[src/trms_pkg.sv]
// ----------------------------------------------------------------------------
// trms_pkg
// Shared types and constants of the three-phase windowed RMS core.
// ----------------------------------------------------------------------------
`default_nettype none

package trms_pkg;

  // Width and reset value of the window length register.
  localparam int                CFG_W        = 13;
  localparam logic [CFG_W-1:0]  WINDOW_RESET = 13'd300;

  typedef enum logic [1:0] {
    PH_A,
    PH_B,
    PH_C
  } phase_t;

  typedef enum logic [3:0] {
    ST_IDLE,
    ST_SQ_A,
    ST_SQ_B,
    ST_SQ_C,
    ST_ACC_C,
    ST_DIV_GO,
    ST_DIV_WAIT,
    ST_SQRT_GO,
    ST_SQRT_WAIT,
    ST_OUT_WAIT
  } state_t;

  // Sequencer to datapath.
  typedef struct packed {
    logic   in_ready;
    logic   sq_en;
    phase_t sq_sel;
    logic   acc_en;
    phase_t acc_sel;
    logic   cnt_inc;
    logic   div_start;
    logic   sqrt_start;
    phase_t phase;
    logic   rms_load;
    logic   out_load;
  } trms_ctrl_t;

  // Datapath to sequencer.
  typedef struct packed {
    logic in_valid;
    logic win_done;
    logic div_done;
    logic sqrt_done;
    logic out_free;
  } trms_stat_t;

  function automatic phase_t next_phase(input phase_t p);
    phase_t n;
    unique case (p)
      PH_A:    n = PH_B;
      PH_B:    n = PH_C;
      default: n = PH_A;
    endcase
    return n;
  endfunction

endpackage

`default_nettype wire

[src/three_phase_windowed_rms_core.sv]
// ----------------------------------------------------------------------------
// three_phase_windowed_rms_core
// Block RMS of three phase currents over a configurable window of samples.
// ----------------------------------------------------------------------------
//  Channel  Direction  Handshake             Contents
//  in_      slave      in_tvalid/in_tready   phase a, b, c samples (signed)
//  out_     master     out_tvalid/out_tready rms a, b, c (unsigned)
//  cfg_     write      cfg_wen               window_length
//
//  A sample is accepted in ST_IDLE, then one shared multiplier squares the
//  phases in turn and the accumulators are updated in ST_SQ_A to ST_ACC_C.
//  A sample that closes the window then runs, phase by phase, the
//  bit-serial divider and square root that the three phases share. rst_n is
//  synchronous; it clears the sums, the count and all handshake state and
//  sets the window to 300 samples.
//  A stalled result is held in the output register while the next samples
//  are taken; only the next window end waits for it to drain.
// ----------------------------------------------------------------------------
`default_nettype none

module three_phase_windowed_rms_core
  import trms_pkg::*;
#(
  parameter  int SAMPLE_BITS = 16,
  parameter  int MAX_WINDOW  = 4096,
  localparam int DATA_W      = ((3 * SAMPLE_BITS + 7) / 8) * 8
) (
  input  wire logic              clk,
  input  wire logic              rst_n,
  // Fields from bit 0: phase_a_sample, phase_b_sample, phase_c_sample.
  input  wire logic [DATA_W-1:0] in_tdata,
  input  wire logic              in_tvalid,
  output logic                   in_tready,
  // Fields from bit 0: rms_a, rms_b, rms_c, then zero padding.
  output logic      [DATA_W-1:0] out_tdata,
  output logic                   out_tvalid,
  input  wire logic              out_tready,
  input  wire logic              cfg_wen,
  input  wire logic [CFG_W-1:0]  cfg_wdata
);

  localparam int SB      = SAMPLE_BITS;
  localparam int SQ_W    = 2 * SB;
  localparam int COUNT_W = $clog2(MAX_WINDOW + 1);
  localparam int SUM_W   = 2 * SB - 1 + $clog2(MAX_WINDOW);
  localparam int EFF_W   = (COUNT_W > CFG_W) ? COUNT_W : CFG_W;

  trms_ctrl_t ctrl;
  trms_stat_t stat;

  logic [CFG_W-1:0]   wlen_r;
  logic [SB-1:0]      samp_a_r, samp_b_r, samp_c_r;
  logic [SQ_W-1:0]    sq_r;
  logic [SUM_W-1:0]   acc_a_r, acc_b_r, acc_c_r;
  logic [COUNT_W-1:0] cnt_r;
  logic [SB-1:0]      rms_a_r, rms_b_r, rms_c_r;
  logic [DATA_W-1:0]  out_tdata_r;
  logic               out_tvalid_r;

  logic [SB-1:0]      sel_s, mag;
  logic [SQ_W-1:0]    sq_nxt;
  logic [SUM_W-1:0]   acc_sel_v, acc_sum;
  logic [SUM_W-1:0]   div_num;
  logic [SUM_W-1:0]   quotient;
  logic [SB-1:0]      root;
  logic               div_done, sqrt_done;
  logic [EFF_W-1:0]   wlen_ext, eff_win, cnt_inc_ext;
  logic               in_acc;

  assign in_acc = in_tvalid && ctrl.in_ready;

  // Zero means one sample; lengths above the maximum saturate.
  always_comb begin
    wlen_ext = EFF_W'(wlen_r);
    if (wlen_ext == '0) begin
      eff_win = EFF_W'(1);
    end else if (wlen_ext > EFF_W'(MAX_WINDOW)) begin
      eff_win = EFF_W'(MAX_WINDOW);
    end else begin
      eff_win = wlen_ext;
    end
    cnt_inc_ext = EFF_W'(cnt_r) + EFF_W'(1);
  end

  always_comb begin
    unique case (ctrl.sq_sel)
      PH_A:    sel_s = samp_a_r;
      PH_B:    sel_s = samp_b_r;
      default: sel_s = samp_c_r;
    endcase
    // The most negative sample negates to itself, which read unsigned is right.
    mag    = sel_s[SB-1] ? SB'(~sel_s + 1'b1) : sel_s;
    sq_nxt = SQ_W'(mag) * SQ_W'(mag);
  end

  always_comb begin
    unique case (ctrl.acc_sel)
      PH_A:    acc_sel_v = acc_a_r;
      PH_B:    acc_sel_v = acc_b_r;
      default: acc_sel_v = acc_c_r;
    endcase
    acc_sum = acc_sel_v + SUM_W'(sq_r);
    unique case (ctrl.phase)
      PH_A:    div_num = acc_a_r;
      PH_B:    div_num = acc_b_r;
      default: div_num = acc_c_r;
    endcase
  end

  always_ff @(posedge clk) begin
    if (!rst_n) begin
      wlen_r <= WINDOW_RESET;
    end else if (cfg_wen) begin
      wlen_r <= cfg_wdata;
    end
  end

  always_ff @(posedge clk) begin
    if (in_acc) begin
      samp_a_r <= in_tdata[SB-1:0];
      samp_b_r <= in_tdata[2*SB-1:SB];
      samp_c_r <= in_tdata[3*SB-1:2*SB];
    end
    if (ctrl.sq_en) begin
      sq_r <= sq_nxt;
    end
  end

  always_ff @(posedge clk) begin
    if (!rst_n) begin
      acc_a_r <= '0;
      acc_b_r <= '0;
      acc_c_r <= '0;
      cnt_r   <= '0;
    end else if (ctrl.out_load) begin
      acc_a_r <= '0;
      acc_b_r <= '0;
      acc_c_r <= '0;
      cnt_r   <= '0;
    end else begin
      if (ctrl.acc_en) begin
        unique case (ctrl.acc_sel)
          PH_A:    acc_a_r <= acc_sum;
          PH_B:    acc_b_r <= acc_sum;
          default: acc_c_r <= acc_sum;
        endcase
      end
      if (ctrl.cnt_inc) begin
        cnt_r <= cnt_r + 1'b1;
      end
    end
  end

  trms_div #(
    .NUM_W (SUM_W),
    .DEN_W (COUNT_W)
  ) u_div (
    .clk      (clk),
    .rst_n    (rst_n),
    .start    (ctrl.div_start),
    .dividend (div_num),
    .divisor  (cnt_r),
    .quotient (quotient),
    .done     (div_done)
  );

  // The mean never exceeds the largest square, so its low SQ_W bits are exact.
  trms_sqrt #(
    .ROOT_W (SB)
  ) u_sqrt (
    .clk      (clk),
    .rst_n    (rst_n),
    .start    (ctrl.sqrt_start),
    .radicand (quotient[SQ_W-1:0]),
    .root     (root),
    .done     (sqrt_done)
  );

  always_ff @(posedge clk) begin
    if (ctrl.rms_load) begin
      unique case (ctrl.phase)
        PH_A:    rms_a_r <= root;
        PH_B:    rms_b_r <= root;
        default: rms_c_r <= root;
      endcase
    end
    if (ctrl.out_load) begin
      out_tdata_r <= DATA_W'({rms_c_r, rms_b_r, rms_a_r});
    end
  end

  always_ff @(posedge clk) begin
    if (!rst_n) begin
      out_tvalid_r <= 1'b0;
    end else if (ctrl.out_load) begin
      out_tvalid_r <= 1'b1;
    end else if (out_tready) begin
      out_tvalid_r <= 1'b0;
    end
  end

  always_comb begin
    stat.in_valid  = in_tvalid;
    stat.win_done  = (cnt_inc_ext >= eff_win);
    stat.div_done  = div_done;
    stat.sqrt_done = sqrt_done;
    stat.out_free  = !out_tvalid_r || out_tready;
  end

  trms_ctrl u_ctrl (
    .clk   (clk),
    .rst_n (rst_n),
    .stat  (stat),
    .ctrl  (ctrl)
  );

  assign in_tready  = ctrl.in_ready;
  assign out_tdata  = out_tdata_r;
  assign out_tvalid = out_tvalid_r;

  // A sample is squared and accumulated before the next one is taken.
  a_busy_after_accept: assert property (@(posedge clk) disable iff (!rst_n)
    in_tvalid && in_tready |=> !in_tready)
    else $error("input taken again right after a transaction");

  // The count never runs past the largest window.
  a_count_bound: assert property (@(posedge clk) disable iff (!rst_n)
    cnt_r <= COUNT_W'(MAX_WINDOW))
    else $error("sample count above maximum window");

  // A fresh result always comes with a cleared count and cleared sums of phases a and c.
  a_cleared_on_result: assert property (@(posedge clk) disable iff (!rst_n)
    $rose(out_tvalid) |-> (cnt_r == '0) && (acc_a_r == '0) && (acc_c_r == '0))
    else $error("window state not cleared when result issued");

  // The divider only starts on a completed window.
  a_div_needs_count: assert property (@(posedge clk) disable iff (!rst_n)
    ctrl.div_start |-> (cnt_r != '0))
    else $error("divide started with an empty window");

endmodule

`default_nettype wire

[src/trms_div.sv]
// ----------------------------------------------------------------------------
// trms_div
// Restoring divider, one quotient bit per cycle, shared by the three phases.
// ----------------------------------------------------------------------------
`default_nettype none

module trms_div #(
  parameter int NUM_W = 43,
  parameter int DEN_W = 13
) (
  input  wire logic             clk,
  input  wire logic             rst_n,
  input  wire logic             start,
  input  wire logic [NUM_W-1:0] dividend,
  input  wire logic [DEN_W-1:0] divisor,
  output logic      [NUM_W-1:0] quotient,
  output logic                  done
);

  localparam int ITER_W = $clog2(NUM_W + 1);

  logic [NUM_W-1:0]  quo_r, quo_nxt;
  logic [DEN_W-1:0]  rem_r, rem_nxt;
  logic [ITER_W-1:0] iter_r;
  logic              busy_r;
  logic              done_r;
  logic [DEN_W:0]    rem_sh;
  logic              ge;

  always_comb begin
    rem_sh  = {rem_r, quo_r[NUM_W-1]};
    ge      = (rem_sh >= {1'b0, divisor});
    rem_nxt = ge ? DEN_W'(rem_sh - {1'b0, divisor}) : rem_sh[DEN_W-1:0];
    quo_nxt = {quo_r[NUM_W-2:0], ge};
  end

  always_ff @(posedge clk) begin
    if (!rst_n) begin
      busy_r <= 1'b0;
      done_r <= 1'b0;
      iter_r <= '0;
    end else begin
      done_r <= 1'b0;
      if (start) begin
        busy_r <= 1'b1;
        iter_r <= ITER_W'(NUM_W);
      end else if (busy_r) begin
        iter_r <= iter_r - 1'b1;
        if (iter_r == ITER_W'(1)) begin
          busy_r <= 1'b0;
          done_r <= 1'b1;
        end
      end
    end
  end

  always_ff @(posedge clk) begin
    if (start) begin
      quo_r <= dividend;
      rem_r <= '0;
    end else if (busy_r) begin
      quo_r <= quo_nxt;
      rem_r <= rem_nxt;
    end
  end

  assign quotient = quo_r;
  assign done     = done_r;

endmodule

`default_nettype wire

[src/trms_sqrt.sv]
// ----------------------------------------------------------------------------
// trms_sqrt
// Bit-serial floor square root, one root bit per cycle.
// ----------------------------------------------------------------------------
`default_nettype none

module trms_sqrt #(
  parameter int ROOT_W = 16
) (
  input  wire logic                clk,
  input  wire logic                rst_n,
  input  wire logic                start,
  input  wire logic [2*ROOT_W-1:0] radicand,
  output logic      [ROOT_W-1:0]   root,
  output logic                     done
);

  localparam int ITER_W = $clog2(ROOT_W + 1);

  logic [2*ROOT_W-1:0] x_r;
  logic [ROOT_W:0]     rem_r, rem_nxt;
  logic [ROOT_W-1:0]   root_r;
  logic [ITER_W-1:0]   iter_r;
  logic                busy_r;
  logic                done_r;
  logic [ROOT_W+2:0]   rem_t;
  logic [ROOT_W+2:0]   trial;
  logic                ge;

  // The remainder never exceeds twice the partial root, so ROOT_W+1 bits hold it.
  always_comb begin
    rem_t   = {rem_r, x_r[2*ROOT_W-1 -: 2]};
    trial   = {1'b0, root_r, 2'b01};
    ge      = (rem_t >= trial);
    rem_nxt = ge ? (ROOT_W+1)'(rem_t - trial) : rem_t[ROOT_W:0];
  end

  always_ff @(posedge clk) begin
    if (!rst_n) begin
      busy_r <= 1'b0;
      done_r <= 1'b0;
      iter_r <= '0;
    end else begin
      done_r <= 1'b0;
      if (start) begin
        busy_r <= 1'b1;
        iter_r <= ITER_W'(ROOT_W);
      end else if (busy_r) begin
        iter_r <= iter_r - 1'b1;
        if (iter_r == ITER_W'(1)) begin
          busy_r <= 1'b0;
          done_r <= 1'b1;
        end
      end
    end
  end

  always_ff @(posedge clk) begin
    if (start) begin
      x_r    <= radicand;
      rem_r  <= '0;
      root_r <= '0;
    end else if (busy_r) begin
      x_r    <= {x_r[2*ROOT_W-3:0], 2'b00};
      rem_r  <= rem_nxt;
      root_r <= {root_r[ROOT_W-2:0], ge};
    end
  end

  assign root = root_r;
  assign done = done_r;

endmodule

`default_nettype wire

[src/trms_ctrl.sv]
// ----------------------------------------------------------------------------
// trms_ctrl
// Sequencer: square and accumulate per phase, then divide and root per phase.
// ----------------------------------------------------------------------------
`default_nettype none

module trms_ctrl
  import trms_pkg::*;
(
  input  wire logic       clk,
  input  wire logic       rst_n,
  input  wire trms_stat_t stat,
  output trms_ctrl_t      ctrl
);

  state_t state_r, state_nxt;
  phase_t phase_r, phase_nxt;

  always_ff @(posedge clk) begin
    if (!rst_n) begin
      state_r <= ST_IDLE;
      phase_r <= PH_A;
    end else begin
      state_r <= state_nxt;
      phase_r <= phase_nxt;
    end
  end

  always_comb begin
    state_nxt = state_r;
    phase_nxt = phase_r;
    unique case (state_r)
      ST_IDLE:      if (stat.in_valid) state_nxt = ST_SQ_A;
      ST_SQ_A:      state_nxt = ST_SQ_B;
      ST_SQ_B:      state_nxt = ST_SQ_C;
      ST_SQ_C:      state_nxt = ST_ACC_C;
      ST_ACC_C:     state_nxt = stat.win_done ? ST_DIV_GO : ST_IDLE;
      ST_DIV_GO:    state_nxt = ST_DIV_WAIT;
      ST_DIV_WAIT:  if (stat.div_done) state_nxt = ST_SQRT_GO;
      ST_SQRT_GO:   state_nxt = ST_SQRT_WAIT;
      ST_SQRT_WAIT: begin
        if (stat.sqrt_done) begin
          state_nxt = (phase_r == PH_C) ? ST_OUT_WAIT : ST_DIV_GO;
          phase_nxt = (phase_r == PH_C) ? PH_A : next_phase(phase_r);
        end
      end
      ST_OUT_WAIT:  if (stat.out_free) state_nxt = ST_IDLE;
      default:      state_nxt = ST_IDLE;
    endcase
  end

  always_comb begin
    ctrl         = '0;
    ctrl.sq_sel  = PH_A;
    ctrl.acc_sel = PH_A;
    ctrl.phase   = phase_r;
    unique case (state_r)
      ST_IDLE:      ctrl.in_ready = 1'b1;
      ST_SQ_A: begin
        ctrl.sq_en  = 1'b1;
        ctrl.sq_sel = PH_A;
      end
      ST_SQ_B: begin
        ctrl.acc_en  = 1'b1;
        ctrl.acc_sel = PH_A;
        ctrl.sq_en   = 1'b1;
        ctrl.sq_sel  = PH_B;
      end
      ST_SQ_C: begin
        ctrl.acc_en  = 1'b1;
        ctrl.acc_sel = PH_B;
        ctrl.sq_en   = 1'b1;
        ctrl.sq_sel  = PH_C;
      end
      ST_ACC_C: begin
        ctrl.acc_en  = 1'b1;
        ctrl.acc_sel = PH_C;
        ctrl.cnt_inc = 1'b1;
      end
      ST_DIV_GO:    ctrl.div_start  = 1'b1;
      ST_DIV_WAIT:  ;
      ST_SQRT_GO:   ctrl.sqrt_start = 1'b1;
      ST_SQRT_WAIT: ctrl.rms_load   = stat.sqrt_done;
      ST_OUT_WAIT:  ctrl.out_load   = stat.out_free;
      default:      ;
    endcase
  end

endmodule

`default_nettype wire

[config.mk]
export PLATFORM = sky130hd
export DESIGN_NAME = three_phase_windowed_rms_core
export DESIGN_NICKNAME = d
export VERILOG_FILES = /design/src/trms_pkg.sv /design/src/three_phase_windowed_rms_core.sv /design/src/trms_div.sv /design/src/trms_sqrt.sv /design/src/trms_ctrl.sv
export SDC_FILE = /design/constraint.sdc
export NUM_CORES = 1
export LEC_CHECK = 0
export BUFFER_PORTS_ARGS = -buffer_cell sky130_fd_sc_hd__buf_2
export CAP_MARGIN = 20
export CORE_UTILIZATION = 60
export CTS_CLUSTER_SIZE = 28
export DETAILED_ROUTE_END_ITERATION = 7
export PLACE_DENSITY = 0.83
export SYNTH_ARGS = -nofsm -noshare
export SYNTH_HDL_FRONTEND = slang
export SYNTH_SLANG_ARGS = --single-unit
[constraint.sdc]
create_clock -name clk -period 10.2 [get_ports clk]
set_input_delay 2.04 -clock clk [delete_from_list [all_inputs] [get_ports clk]]
set_output_delay 2.04 -clock clk [all_outputs]
set_load 0.01 [all_outputs]
==> impl_metrics.sql <==
INSERT INTO impl_metrics (metric_group, metric, value, unit) VALUES
('sta', 'transition_time_of_the_tightest_slew_check_pin', '1.04', 'ns'),
('placement', 'port_buffers', '115', ''),
('placement', 'globalplace.congestion', '0.955', ''),
('synth', 'synth_top_area_cell', 'edfxtp_1', ''),
('layout', 'layout_commonest_cell', 'nand2_1', ''),
('worst_setup_path', 'start_kind', 'register', ''),
('min_path', 'hold_class', 'register to register', ''),
('sta', 'finClkSkew', '0.0319', 'ns'),
('layout', 'layout.cell_area.non_filler', '0.0330', 'sq mm'),
('worst_setup_path', 'regToRegEndpoint', 'sq_r[30]', ''),
('routing', 'first_iter_violations', '1926', ''),
('worst_setup_path', 'r2r_cells', '31', ''),
('layout', 'flow.area_growth_from_synthesis', '9.62', '%'),
('layout', 'fin_nets', '3701', ''),
('clocking', 'numCtsBuffers', '49', ''),
('synth', 'number_of_storage_elements_in_the_synthesis_netlist', '473', ''),
('clocking', 'clock_latency_late_sink', '0.61', 'ns'),
('routing', 'route.antenna.remaining_nets', '0', ''),
('min_path', 'hold_path_startpoint', 'rms_b_r[11]', ''),
('floorplanning', 'initial_utilization', '0.612', ''),
('sta', 'finalCritPeriodShare', '0.937', ''),
('grt', 'via_count_of_the_first_global_routing_pass', '23637', ''),
('worst_setup_path', 'path_class', 'register to register', ''),
('sta', 'setup-tns-final', '0', 'ns'),
('synth', 'synthDominantCellAreaShare', '0.250', ''),
('synth', 'ys_async_sr_fraction', '0', ''),
('worst_setup_path', 'regToRegSetupSlack', '0.64', 'ns'),
('grt', 'global_route_wire_length_before_repair', '117', 'mm'),
('clocking', 'cts_post_setup_buffers_inserted', '0', ''),
('worst_setup_path', 'crit_required', '10.54', 'ns'),
('floorplanning', 'std_cell_rows', '81', ''),
('worst_setup_path', 'critical_path_peak_fanout', '22', ''),
('floorplanning', 'dieWidth', '226', 'microns'),
('job', 'count_of_maximum_capacitance_violations', '0', ''),
('layout', 'mostFrequentLayoutCells', 'nand2_1, inv_1, nor2_1, a21oi_1, edfxtp_1', ''),
('clocking', 'cts.sink_count', '473', ''),
('layout', 'num-fill-cells', '3725', ''),
('worst_setup_path', 'endpoint_kind', 'register', ''),
('placement', 'placedInstanceArea', '0.0313', 'sq mm'),
('synth', 'synth.area.top_cells', 'edfxtp_1, dfxtp_1, fa_1', ''),
('layout', 'antennaDiodeCount', '0', ''),
('clocking', 'cts_root_buf', 'clkbuf_16', ''),
('clocking', 'clock_tree.htree_level_count', '2', ''),
('clocking', 'ctsHoldBuffers', '0', ''),
('floorplanning', 'floorplan.core_area', '0.0492', 'sq mm'),
('floorplanning', 'fp.dieArea', '0.0510', 'sq mm'),
('grt', 'grt_antenna_before_repair', '0', ''),
('min_path', 'worst_hold_path.endpoint', 'out_tdata[27]', ''),
('sta', 'relSlewSlack', '0.305', ''),
('routing', 'detailroute.via_count', '23403', ''),
('worst_setup_path', 'r2r-start', 'u_ctrl.state_r[1]', ''),
('routing', 'wl_per_cell', '17.8', 'microns'),
('floorplanning', 'die_height', '226', 'microns'),
('layout', 'drive_gt1_frac', '0.0829', ''),
('routing', 'detail_route.first_pass.iterations', '6', ''),
('synth', 'synth-main-ff-cell', 'edfxtp_1', ''),
('sta', 'final_period_minus_worst_setup_slack', '9.56', 'ns'),
('placement', 'detailed_place_hpwl', '51.7', 'mm'),
('sta', 'timing.final.hold_violations', '0', ''),
('grt', 'grt_residual_overflow', '0', ''),
('floorplanning', 'ios', '116', ''),
('worst_setup_path', 'arrival', '9.90', 'ns'),
('sta', 'setup-violations-final', '0', ''),
('synth', 'synth.lib_cells_used.distinct', '82', ''),
('synth', 'synthesis.instances', '3223', ''),
('routing', 'routed_wirelength', '71.2', 'mm'),
('synth', 'synth-edff-count', '250', ''),
('routing', 'route.detailed.vias_per_inst', '5.86', ''),
('worst_setup_path', 'worst_path_largest_cell_delay', '0.67', 'ns'),
('sta', 'clock.fmax', '0.105', 'GHz'),
('clocking', 'tritoncts_clock_tree', 'done', ''),
('sta', 'unrepaired_setup_endpoints_after_global_routing', 'no', ''),
('clocking', 'max-clock-path-buffers', '3', ''),
('grt', 'grt_max_degree', '102', ''),
('clocking', 'worst_setup_hold_path_clk_slew', '0.06', 'ns'),
('routing', 'detail_route.drc_violations', '0', ''),
('synth', 'ys_seq_area_frac', '0.398', ''),
('synth', 'mapped_area', '0.0301', 'sq mm'),
('outcome', 'status', 'complete, no violations', ''),
('worst_setup_path', 'critPathSlowestCell', 'xor2_1', ''),
('min_path', 'hold-path-cell-count', '0', ''),
('grt', 'track_usage', '0.286', ''),
('synth', 'synthesis.area_per_instance', '9.33', 'sq um'),
('sta', 'drv_slew', '0', ''),
('synth', 'synth_warnings', '0', '');
==> worst max-delay path: cells and delay by family (launching register included) <==
kind | cells | cell delay, ns
muxes | 1 | 0.39
DFF | 1 | 0.40
xor gates and xnor gates | 2 | 0.77
buffers and inverters | 9 | 1.47
adders and majority gates | 8 | 3.51
and+or+nand+nor | 5 | 1.39
AOI/OAI and AO/OA | 6 | 1.32
==> layer usage <==
metal / part of all wire / vias to the layer above / track usage
met5: 0 / - / 0
met2: 0.51 / 810 / 0.513
met1: 0.40 / 11312 / 0.348
met3: 0.057 / 180 / 0.0314
li1: - / 11101 / -
met4: 0.035 / 0 / 0.117
==> final cells by class <==
type	instances	area, sq um	area share
clock buffers	58	1260	0.0382
well taps	664	831	0.0252
multi-input cells	2294	16400	0.499
repair buffers	159	938	0.0285
clock inverters	32	338	0.0103
inverters	314	1180	0.0358
flip-flops and latches	473	12000	0.363
==> synth_stat cells (21+ instances only) <==
cell	number
xor2_1	43
a21oi_1	257
nand2_1	454
dfxtp_1	223
nand2b_1	25
o21ai_0	193
nor3_1	33
inv_1	309
o22ai_1	30
a21o_1	47
nand3_1	65
ha_1	177
fa_1	167
clkbuf_1	123
a211oi_1	21
nor2b_1	29
edfxtp_1	250
nor2_1	291
mux2i_1	104
xnor2_1	93
a31oi_1	28
==> worst max-delay path by stage <==
stage | from | to | slack (ns) | cells past startpoint
detailed placement | u_ctrl.state_r[1] | sq_r[30] | 0.66 | 31
finish | u_ctrl.state_r[1] | sq_r[30] | 0.64 | 31
global placement | u_ctrl.state_r[1] | sq_r[30] | 0.94 | 31
global route | u_ctrl.state_r[1] | sq_r[29] | 0.06 | 34
floorplan | u_ctrl.state_r[0] | sq_r[31] | 1.48 | 36
CTS | u_ctrl.state_r[1] | sq_r[30] | 0.61 | 31
==> through the flow <==
step	util	setup WS (ns)	hold WS [ns]	cells
final	0.670	0.638	0.417	3994
after detailed placement	0.637	0.664	0.405	3902
after CTS	0.669	0.612	0.418	3992
after global placement	0.637	0.939	0.400	3901
after floorplan	-	1.48	0.400	3233
after global routing	0.670	0.0582	0.421	3994
==> registers in the layout, summed over array words and instances (netlist names), 6 cells and up <==
register / count
samp_b_r: 16
rms_b_r: 16
acc_b_r: 43
out_tdata: 48
u_div.rem_r: 13
rms_a_r: 16
acc_a_r: 43
cnt_r: 13
sq_r: 31
wlen_ext: 13
u_sqrt.x_r: 32
u_div.quotient: 43
samp_a_r: 16
u_sqrt.rem_r: 17
rms_c_r: 16
acc_c_r: 43
u_div.iter_r: 6
samp_c_r: 16
u_sqrt.root: 16
==> cell families (layout without fill, tap and decap cells) <==
| kind of cell | Yosys count | count (layout) | synth area share |
|---|---|---|---|
| buffers and inverters | 466 | 563 | 0.0592 |
| multiplexers | 106 | 106 | 0.0354 |
| adder cells (fa/ha/maj) | 344 | 344 | 0.185 |
| flip-flops | 473 | 473 | 0.398 |
| other | 2 | 12 | 0.000250 |
| AND/OR/NAND/NOR | 1019 | 1019 | 0.151 |
| AO/OA/AOI/OAI | 677 | 677 | 0.132 |
| XOR/XNOR | 136 | 136 | 0.0396 |
==> repair_timing <==
action,4_1_cts,5_1_grt
hold endpoints to repair,0,0
gates resized for setup,0,1
endpoints found under the setup margin,0,1
Power is left out: the tool's default activity adds up to more than one toggle a clock period on the data nets, which glitch-free logic cannot reach.
